==> config.mk <==
export PLATFORM = sky130hd
export DESIGN_NAME = qvr_cfg
export DESIGN_NICKNAME = d
export VERILOG_FILES = /design/src/rtl/core/quaternion_vector_rotate_assert.svh /design/src/rtl/core/qvr_pkg.sv /design/src/rtl/core/qvr_cfg.sv
export SDC_FILE = /design/constraint.sdc
export NUM_CORES = 1
export LEC_CHECK = 0
export BUFFER_PORTS_ARGS = -buffer_cell sky130_fd_sc_hd__buf_2
export CAP_MARGIN = 20
export CORE_MARGIN = 3
export CORE_UTILIZATION = 40
export CTS_BUF_LIST = sky130_fd_sc_hd__clkbuf_16
export DETAILED_ROUTE_END_ITERATION = 8
export MAX_ROUTING_LAYER = met4
export PLACE_DENSITY = 0.7
export SYNTH_ARGS = -nofsm -noshare
export SYNTH_HDL_FRONTEND = slang
export SYNTH_SLANG_ARGS = --single-unit
export TNS_END_PERCENT = 30
==> constraint.sdc <==
create_clock -name i_clk -period 1.5 [get_ports i_clk]
set_input_delay 0.15 -clock i_clk [delete_from_list [all_inputs] [get_ports i_clk]]
set_output_delay 0.15 -clock i_clk [all_outputs]
set_load 0.05 [all_outputs]
==> src/rtl/core/quaternion_vector_rotate_assert.svh <==
// Assertion macros for the quaternion rotation RTL.
// Expects a clock named i_clk and an active-low reset named i_rst_n in scope.
`ifndef QUATERNION_VECTOR_ROTATE_ASSERT_SVH
`define QUATERNION_VECTOR_ROTATE_ASSERT_SVH

// Check a property on every clock edge outside of reset.
`define QVR_ASSERT(lbl, prop, msg) \
    lbl: assert property (@(posedge i_clk) disable iff (!i_rst_n) (prop)) else $error(msg);

// Check a property on every clock edge, reset included.
`define QVR_ASSERT_ALWAYS(lbl, prop, msg) \
    lbl: assert property (@(posedge i_clk) (prop)) else $error(msg);

`endif

==> src/rtl/core/qvr_pkg.sv <==
// Types and constants for the quaternion vector rotation block.
// Used by qvr_cfg and quaternion_vector_rotate; depends on nothing.
`timescale 1ns / 1ps

package qvr_pkg;

    // Component width of quaternion, input and result fields
    localparam int COMP_WIDTH = 16;
    // Config address width: four 32-bit registers
    localparam int ADDR_W     = 4;
    localparam int DATA_W     = 32;

    // Register map, word index
    typedef enum logic [1:0] {
        REG_QUAT_X = 2'd0,
        REG_QUAT_Y = 2'd1,
        REG_QUAT_Z = 2'd2,
        REG_QUAT_W = 2'd3
    } t_reg_idx;

    typedef struct packed {
        logic signed [COMP_WIDTH-1:0] qx;
        logic signed [COMP_WIDTH-1:0] qy;
        logic signed [COMP_WIDTH-1:0] qz;
        logic signed [COMP_WIDTH-1:0] qw;
    } t_quat;

    typedef struct packed {
        logic signed [COMP_WIDTH-1:0] vec_x;
        logic signed [COMP_WIDTH-1:0] vec_y;
        logic signed [COMP_WIDTH-1:0] vec_z;
    } t_vec_in;

    typedef struct packed {
        logic signed [COMP_WIDTH-1:0] out_x;
        logic signed [COMP_WIDTH-1:0] out_y;
        logic signed [COMP_WIDTH-1:0] out_z;
        logic                         saturated;
    } t_vec_out;

endpackage

==> src/rtl/core/qvr_cfg.sv <==
// APB register file holding the rotation quaternion.
// Depends on qvr_pkg for the register map and the quaternion type.
`timescale 1ns / 1ps

module qvr_cfg #(
    parameter int FRAC_BITS = 14
) (
    input  logic                          i_clk,
    input  logic                          i_rst_n,
    input  logic                          psel,
    input  logic                          penable,
    input  logic                          pwrite,
    input  logic [qvr_pkg::ADDR_W-1:0]    paddr,
    input  logic [qvr_pkg::DATA_W-1:0]    pwdata,
    output logic [qvr_pkg::DATA_W-1:0]    prdata,
    output logic                          pready,
    output qvr_pkg::t_quat                o_quat
);

    localparam int CW = qvr_pkg::COMP_WIDTH;
    // Scalar part resets to 1.0 (identity rotation)
    localparam logic [CW-1:0] QW_RESET = CW'(64'd1 << FRAC_BITS);

    qvr_pkg::t_quat           r_quat;
    qvr_pkg::t_reg_idx        w_idx;
    logic signed [CW-1:0]     w_rd_sel;

    assign w_idx  = qvr_pkg::t_reg_idx'(paddr[3:2]);
    assign pready = 1'b1;
    assign o_quat = r_quat;

    // Write on the access phase of a write beat
    always_ff @(posedge i_clk) begin
        if (!i_rst_n) begin
            r_quat.qx <= '0;
            r_quat.qy <= '0;
            r_quat.qz <= '0;
            r_quat.qw <= QW_RESET;
        end else if (psel && penable && pwrite) begin
            unique case (w_idx)
                qvr_pkg::REG_QUAT_X: r_quat.qx <= pwdata[CW-1:0];
                qvr_pkg::REG_QUAT_Y: r_quat.qy <= pwdata[CW-1:0];
                qvr_pkg::REG_QUAT_Z: r_quat.qz <= pwdata[CW-1:0];
                qvr_pkg::REG_QUAT_W: r_quat.qw <= pwdata[CW-1:0];
                default:             r_quat    <= r_quat;
            endcase
        end
    end

    // Read back, sign-extended to the bus
    always_comb begin
        unique case (w_idx)
            qvr_pkg::REG_QUAT_X: w_rd_sel = r_quat.qx;
            qvr_pkg::REG_QUAT_Y: w_rd_sel = r_quat.qy;
            qvr_pkg::REG_QUAT_Z: w_rd_sel = r_quat.qz;
            qvr_pkg::REG_QUAT_W: w_rd_sel = r_quat.qw;
            default:             w_rd_sel = '0;
        endcase
    end

    assign prdata = qvr_pkg::DATA_W'(w_rd_sel);

endmodule

**Word-level counts from Yosys, hierarchy flattened**

Cells that the tools add are included.
W data, S select, Z words.

- Input bits: 41
- Register bits after elaboration: 64

- Reduce and logical (&&, ||, !) cells: 7
- Eq/ne operators: 3
- Muxes and demuxes: 1

Operator list:

| kind | count |
|---|---|
| $pmux W16 S4 | 1 |
| $reduce_and A2 Y1 | 4 |
| $eq A2 B2 Y1 const B | 2 |
| $eq A2 B1 Y1 const B | 1 |
| $logic_and A1 B1 Y1 | 2 |
| $logic_not A2 Y1 | 1 |

**Logic depth before layout (Yosys ltp)**

Gate-level depths: netlist of run 1.

- Depth after elaboration: 3
- Mapped depth: 5
- Mapped depth without buffers: 3

**Worst setup path before layout of run 1**

No wires, ideal clock.

- Kind: register to output
- Start: reg r_quat, in the netlist o_quat[47]
- End: out prdata[16] in the netlist's numbering
- Cell stages (with the launch flop): 3
- Buffers on the path: 1
- Setup slack: -502 ps
- Data required time: 1,350 ps
- Arrival time: 1,852 ps
- Cells stage by stage: dfxtp_1 mux4_1 buf_4

- Word-level cells in the longest chain between the ends: 1

RTL lines:

| item | RTL line | source |
|---|---|---|
| start: declaration | qvr_cfg.sv:24 | `qvr_pkg::t_quat r_quat;` |
| start signal: assignment | qvr_cfg.sv:45 | `default: r_quat <= r_quat;` |
| $pmux W16 S4 | qvr_cfg.sv:52 | `unique case (w_idx)` |
| end: declaration | qvr_cfg.sv:15 | `output logic [qvr_pkg::DATA_W-1:0] prdata,` |

No other way between the ends.

**Worst setup path in the final report of run 1**

- Start: reg r_quat, in the netlist o_quat[15]
- End: out prdata[19] in the netlist's numbering

Same word-level chain as after synthesis.

==> impl_results.md, run 1 <==
* Family with the most delay on the worst path: multiplexers
* Layout fillers at between 600 and 700
* Vias in the first global route at around 2300
* Critical path's largest stage delay at around 560 ps
* Simple-gate area share of the yosys netlist at between 10% and 20%
* Crit path cell chain: mux4_2, buf_4
* Syn. warnings at 0
* Worst-path cell with the longest stage delay: mux4_2
* Largest family of logic cells by synthesized area: multiplexers
* Critical Path Start Type: register
* Initial core utilization at about 42%
* Vert. Die Dim at ~90 um
* Buffers on Ports at between 100 and 150
* Fmax at roughly 0.62 GHz
* Most frequent cells in the layout: buf_2, nand2_1, mux2i_1
* Largest cells by area after synthesis: dfxtp_1, mux2i_1, nand2_1
* Root Buffer Master: clkbuf_16
* Per-cell routed wire length at around 15 um
* Die extent in x at 91.9 um
* Synth async-reset ratio at 0%
* Sequential share of the synthesized area at 43.4%
* Post-synthesis compound-gate area fraction at 0.170%
* Max_cap viols at 0
* Max reg flops at 64
* Status: finished with violations
* CTS H-tree lvls at 3
* Max Slew Vio Count at 0
* Post-Synth XOR/XNOR Area at 0%
* Clk slew on worst S/H paths at 50 ps
* Post-Syn Nets at just over 300
* Adder-cell share of the synthesized area at 0%
* CP endpoint kind: output pin
* Clock sink total at 64
* DP Area at roughly 3500 um2
* Fin Hold WS at ~120 ps
* WP buf/inv at 1
* HPWL Detailed at just over 5000 um
* Gate Count Post-Synth at 269
* Cts hold-fix bufs at 0
* Internal power at 3.04 mW
* Minimum clock period after layout at ~1600 ps
* Share of power burned in registers at approximately 43%
* Start of the worst register-to-register path: o_quat[8]$_SDFFE_PN0P_
* Critical Path RT at roughly 1400 ps
* Failing checks: setup timing
* Area grow syn2layout at 32.7%
* P_leak at between 1.5 and 2 nW
* Final core utilization at between 50% and 60%
* Final Hold Vio Count at 0
* Synth Cell Area at ~3000 um2
* Switching part of the total at about a quarter
* Cell variety after synth at 20
* Crit path from: o_quat[15]$_SDFFE_PN0P_
* RSZ-0062 raised after global routing: yes
* Yosys top cell by area: dfxtp_1
* Layout Skew at 0 ps
* Design Area, Final at slightly below 4000 um2
* Clk network pwr share at approximately 46%
* Hold path startpoint: pwdata[14]
* Vias at 2340
* Logic pwr share at about a tenth
* CTS buffer count at 9
* Post-DRT Antenna Nets at 0
* CTS tree: built
* Final TNS setup at -1390 ps
* Fin worst setup slack at -108 ps
* Nets at around 420
* Number of DRC markers in iteration 0 at 89
* Gpl congestion at 0.743
* Worst Hold Class: in2reg
* NetSw at 970 uW
* Via density at approximately 4.9
* Synth top area share at a little over two fifths
* Post-CTS Setup Inserts at 0
* Overflow after GRT at 0
* Total power at roughly 4 mW
* Die area at 8450 um2
* Gr usage total at between 10% and 20%
* Cell Rows at 30
* First-pass GRT wire length at 12100 um
* IO Pins at between 100 and 150
* Initial antenna violation count at 0
* Crit share post-route at 107%
* Core area at around 7000 um2
* Commonest non-fill, non-tap cell in the layout: buf_2
* Final setup viols at 17
* FF+latch count, synth at 64
* CP Class: reg2out
* Arr. time, crit path at about 1500 ps
* Clock Path Buffers at 2
* DRC viols at 0
* Antenna cells at 0
* Top_reg_cell synth: dfxtp_1
* Largest net degree at the start of global routing at a little over 80
* First-pass DRT Iterations at 4
* Cell Pwr Density at 1020 nW/um2
* Clock latency on the worst-skew pair at 310 ps
* Final WL at approximately 7400 um
* Post-synth EDFFs at 0
* Layout cells sized above 1 at a little over two fifths
* VDD IR max at 0.000525 V
* Mapped Avg Cell Area at between 10 and 15 um2
* Crit path max fanout at 8
* Post-synthesis mux area share at roughly a third
==> synth_stat cells, types with 2 or more instances <==
library cell,instances
buf_4,18
nand4_1,2
buf_6,7
buf_2,2
dfxtp_1,64
mux4_2,11
nand2_1,79
clkbuf_1,8
mux2i_1,63
mux4_1,5
==> area by class of cell <==
class | instances | area, um2 | share of cell area [%]
Sequential cell | 64 | 1290 | 33.0
Multi-Input combinational cell | 170 | 1430 | 36.5
Timing Repair Buffer | 132 | 796 | 20.3
Clock inverter | 6 | 23.8 | 0.607
Tap cell | 96 | 120 | 3.07
Clock buffer | 10 | 250 | 6.39
Inverter | 1 | 3.75 | 0.0958
==> routing by layer <==
layer  global-route usage [%]  vias up  wire length [um]
li1                         -     1134                 -
met1                     22.6     1125              3200
met2                     30.6       75              3760
met3                     4.18        6               380
met4                     7.05        0                77
met5                        -        -                 0
==> power groups by stage <==
stage	Combinational [mW]	Clock, mW	Sequential (mW)
floorplan	0.226	0	1.85
global placement	0.397	0	1.77
detailed placement	0.402	0	1.77
CTS	0.416	1.90	1.74
global route	0.440	1.99	1.74
finish	0.413	1.86	1.74
==> worst paths after layout <==
check / end / slack [ps] / depth (start not counted)
worst max-delay path: prdata[19] / -110 / 2
worst max register to register: o_quat[8]$_SDFFE_PN0P_ / 830 / 2
worst min register to register: o_quat[5]$_SDFFE_PN0P_ / 470 / 2
worst min-delay path: o_quat[14]$_SDFFE_PN1P_ / 120 / 3
==> cells by family after synthesis <==
kind of cell	Yosys count
and+or+nand+nor	87
muxes	79
DFF	64
buffers and inverters	37
AOI/OAI and AO/OA	1
other	1
==> stage by stage <==
step / setup WS [ps] / instances
2_1_floorplan: -65.8 / 269
5_1_grt: -167 / 479
3_3_place_gp: 60.3 / 461
4_1_cts: -99.8 / 479
3_5_place_dp: 45.3 / 461
6_report: -108 / 479
==> worst reg2reg max path, cell delays in order, from the launching register on <==
cell and delay (ps):
dfxtp_1 360, nand2_1 70, mux2i_1 160
==> timing repair <==
item | 4_1_cts | 5_1_grt
resized for setup | 28 | 4
cloned | 2 | 0
setup endpoints to repair | 21 | 28
pin swaps | 0 | 0
Note: power is estimated with default switching activity, not from simulation.
==> run 2: changes to the inputs <==
--- a/config.mk
+++ b/config.mk
@@ -13,6 +13,7 @@
 export DETAILED_ROUTE_END_ITERATION = 8
 export MAX_ROUTING_LAYER = met4
 export PLACE_DENSITY = 0.7
+export RECOVER_POWER = 50
 export SYNTH_ARGS = -nofsm -noshare
 export SYNTH_HDL_FRONTEND = slang
 export SYNTH_SLANG_ARGS = --single-unit
==> impl_results.md, run 2 (synthesis gave the netlist of run 1 again) <==
* WP buf/inv at 1
* Cell Rows at 30
* Max reg flops at between 60 and 70
* Root Buffer Master: clkbuf_16
* Final Hold Vio Count at 0
* Number of DRC markers in iteration 0 at around 90
* Multi-input combinational cell area at roughly 1400 um2
* First-pass DRT Iterations at 4
* Final setup viols at 18
* Worst r2r path cells at 2
* Crit path max fanout at 8
* Buffers on Ports at 118
* Status: finished with violations
* Cell Pwr Density at ~1000 nW/um2
* Start of the worst register-to-register path: o_quat[8]$_SDFFE_PN0P_
* Gr usage total at 18.7%
* Fin worst setup slack at -107 ps
* Clock Path Buffers at 2
* Vias in the first global route at 2291
* Via density at a little under 5
* Worst Hold Depth at 3
* Reg2Reg Setup Slack at about 840 ps
* Overflow after GRT at 0
* CTS buffer count at 9
* CTS tree: built
* FF-to-FF End: o_quat[8]$_SDFFE_PN0P_
* Gpl congestion at approximately 0.74
* Die area at roughly 8400 um2
* Layout fillers at around 670
* Clock latency on the worst-skew pair at 310 ps
* Failing checks: setup timing
* Vert. Die Dim at a little over 90 um
* Antenna cells at 0
* Vias at about 2300
* Critical path's largest stage delay at roughly 560 ps
* Initial core utilization at about 42%
* Arr. time, crit path at 1460 ps
* GRT met3 Usage at roughly 4.2%
* Slew HR at approximately three fifths
* Critical Path Start Type: register
* Most frequent cells in the layout: nand2_1, buf_2, mux2i_1
* Max_cap viols at 0
* Critical Path RT at 1350 ps
* Area grow syn2layout at 30.3%
* Core area at approximately 7000 um2
* CP endpoint kind: output pin
* Per-cell routed wire length at between 15 and 20 um
* Sequential Area at roughly 1300 um2
* Die extent in x at 91.9 um
* Nets at 419
* Crit path from: o_quat[15]$_SDFFE_PN0P_
* Clock sink total at 64
* DP Area at between 3000 and 4000 um2
* CP Class: reg2out
* Largest net degree at the start of global routing at between 80 and 90
* Clk slew on worst S/H paths at 50 ps
* HPWL Detailed at 5050 um
* First-pass GRT wire length at ~12000 um
* Pre-CTS WS at roughly 45 ps
* Worst-path cell with the longest stage delay: mux4_2
* Layout cells sized above 1 at 37.9%
* Crit path cell chain: mux4_2, buf_4
* Family with the most delay on the worst path: multiplexers
* Worst Hold Class: in2reg
* Hold Path Sink: o_quat[14]$_SDFFE_PN1P_
* Global-route met2 utilization at a little under a third
* Post-DRT Antenna Nets at 0
* Post-CTS Setup Inserts at 0
* Dpl cells at between 400 and 500
* VDD IR max at between 0.0005 and 0.0006 V
* Finished Layout Cells at 479
* IO Pins at approximately 140
* Hold path startpoint: pwdata[14]
* Cts hold-fix bufs at 0
* Busiest grt layer: met2
* Grt met1 use at 22.6%
* Final WL at 7380 um
* Layout Skew at 0 ps
* Final TNS setup at -1460 ps
* Max Slew Vio Count at 0
* Design Area, Final at 3850 um2
* Fmax at between 0.6 and 0.7 GHz
* DRC viols at 0
* Slew @ Worst Pin at around 620 ps
* Total power at 3.99 mW
* Crit share post-route at 107%
* Minimum clock period after layout at around 1600 ps
* Initial antenna violation count at 0
* RSZ-0062 raised after global routing: yes
* CTS H-tree lvls at 3
* P_leak at approximately 1.9 nW
==> run 2: changes by cell type in the layout (fill, tap and decap cells not counted), sizes merged <==
cell	previous run	this run
clkbuf	10	38
buf	132	104
==> run 2: area by class of cell <==
type	instances	area share, %
clock buffer	10	6.51
inverter	1	0.0976
timing repair buffer	132	19.4
tap	96	3.12
clock inverter	6	0.618
sequential	64	33.6
multi-input combinational	170	36.7
==> run 2: how the worst max path moves through the flow <==
stage                 end  depth (start not counted)
3_3_place_gp   prdata[17]                          3
5_1_grt        prdata[18]                          2
4_1_cts        prdata[19]                          2
3_5_place_dp   prdata[23]                          3
2_1_floorplan  prdata[16]                          2
6_report       prdata[19]                          2
==> run 2: metal layers <==
| layer | share of wire (%) | wire [um] |
|---|---|---|
| met5 | 0 | 0 |
| met1 | 43 | 3150 |
| met3 | 4.9 | 363 |
| met4 | 1.1 | 79 |
| met2 | 51 | 3790 |
==> run 2: timing repair <==
| item | CTS | global route |
|---|---|---|
| setup endpoints to repair | 21 | 28 |
| endpoints found under the hold margin | 0 | 0 |
| resized for setup | 28 | 4 |
| cloned | 2 | 0 |
==> run 2: where the power goes <==
group          internal (mW)  total [mW]  switching, mW
logic                  0.125       0.402          0.278
registers               1.72        1.74         0.0175
clock network           1.18        1.85          0.668
total                   3.03        3.99          0.964
==> run 2: stage by stage <==
step                util, %  hold slack, ps
finish                 55.1             120
floorplan                 -             313
global placement       50.6             432
detailed placement     50.6             445
CTS                    56.1             115
global route           55.1             138
==> run 2: tightest hold or removal path: cells and delay by family <==
| family | cells | cell delay, ps |
|---|---|---|
| simple gates | 2 | 150 |
| buf+inv | 1 | 100 |
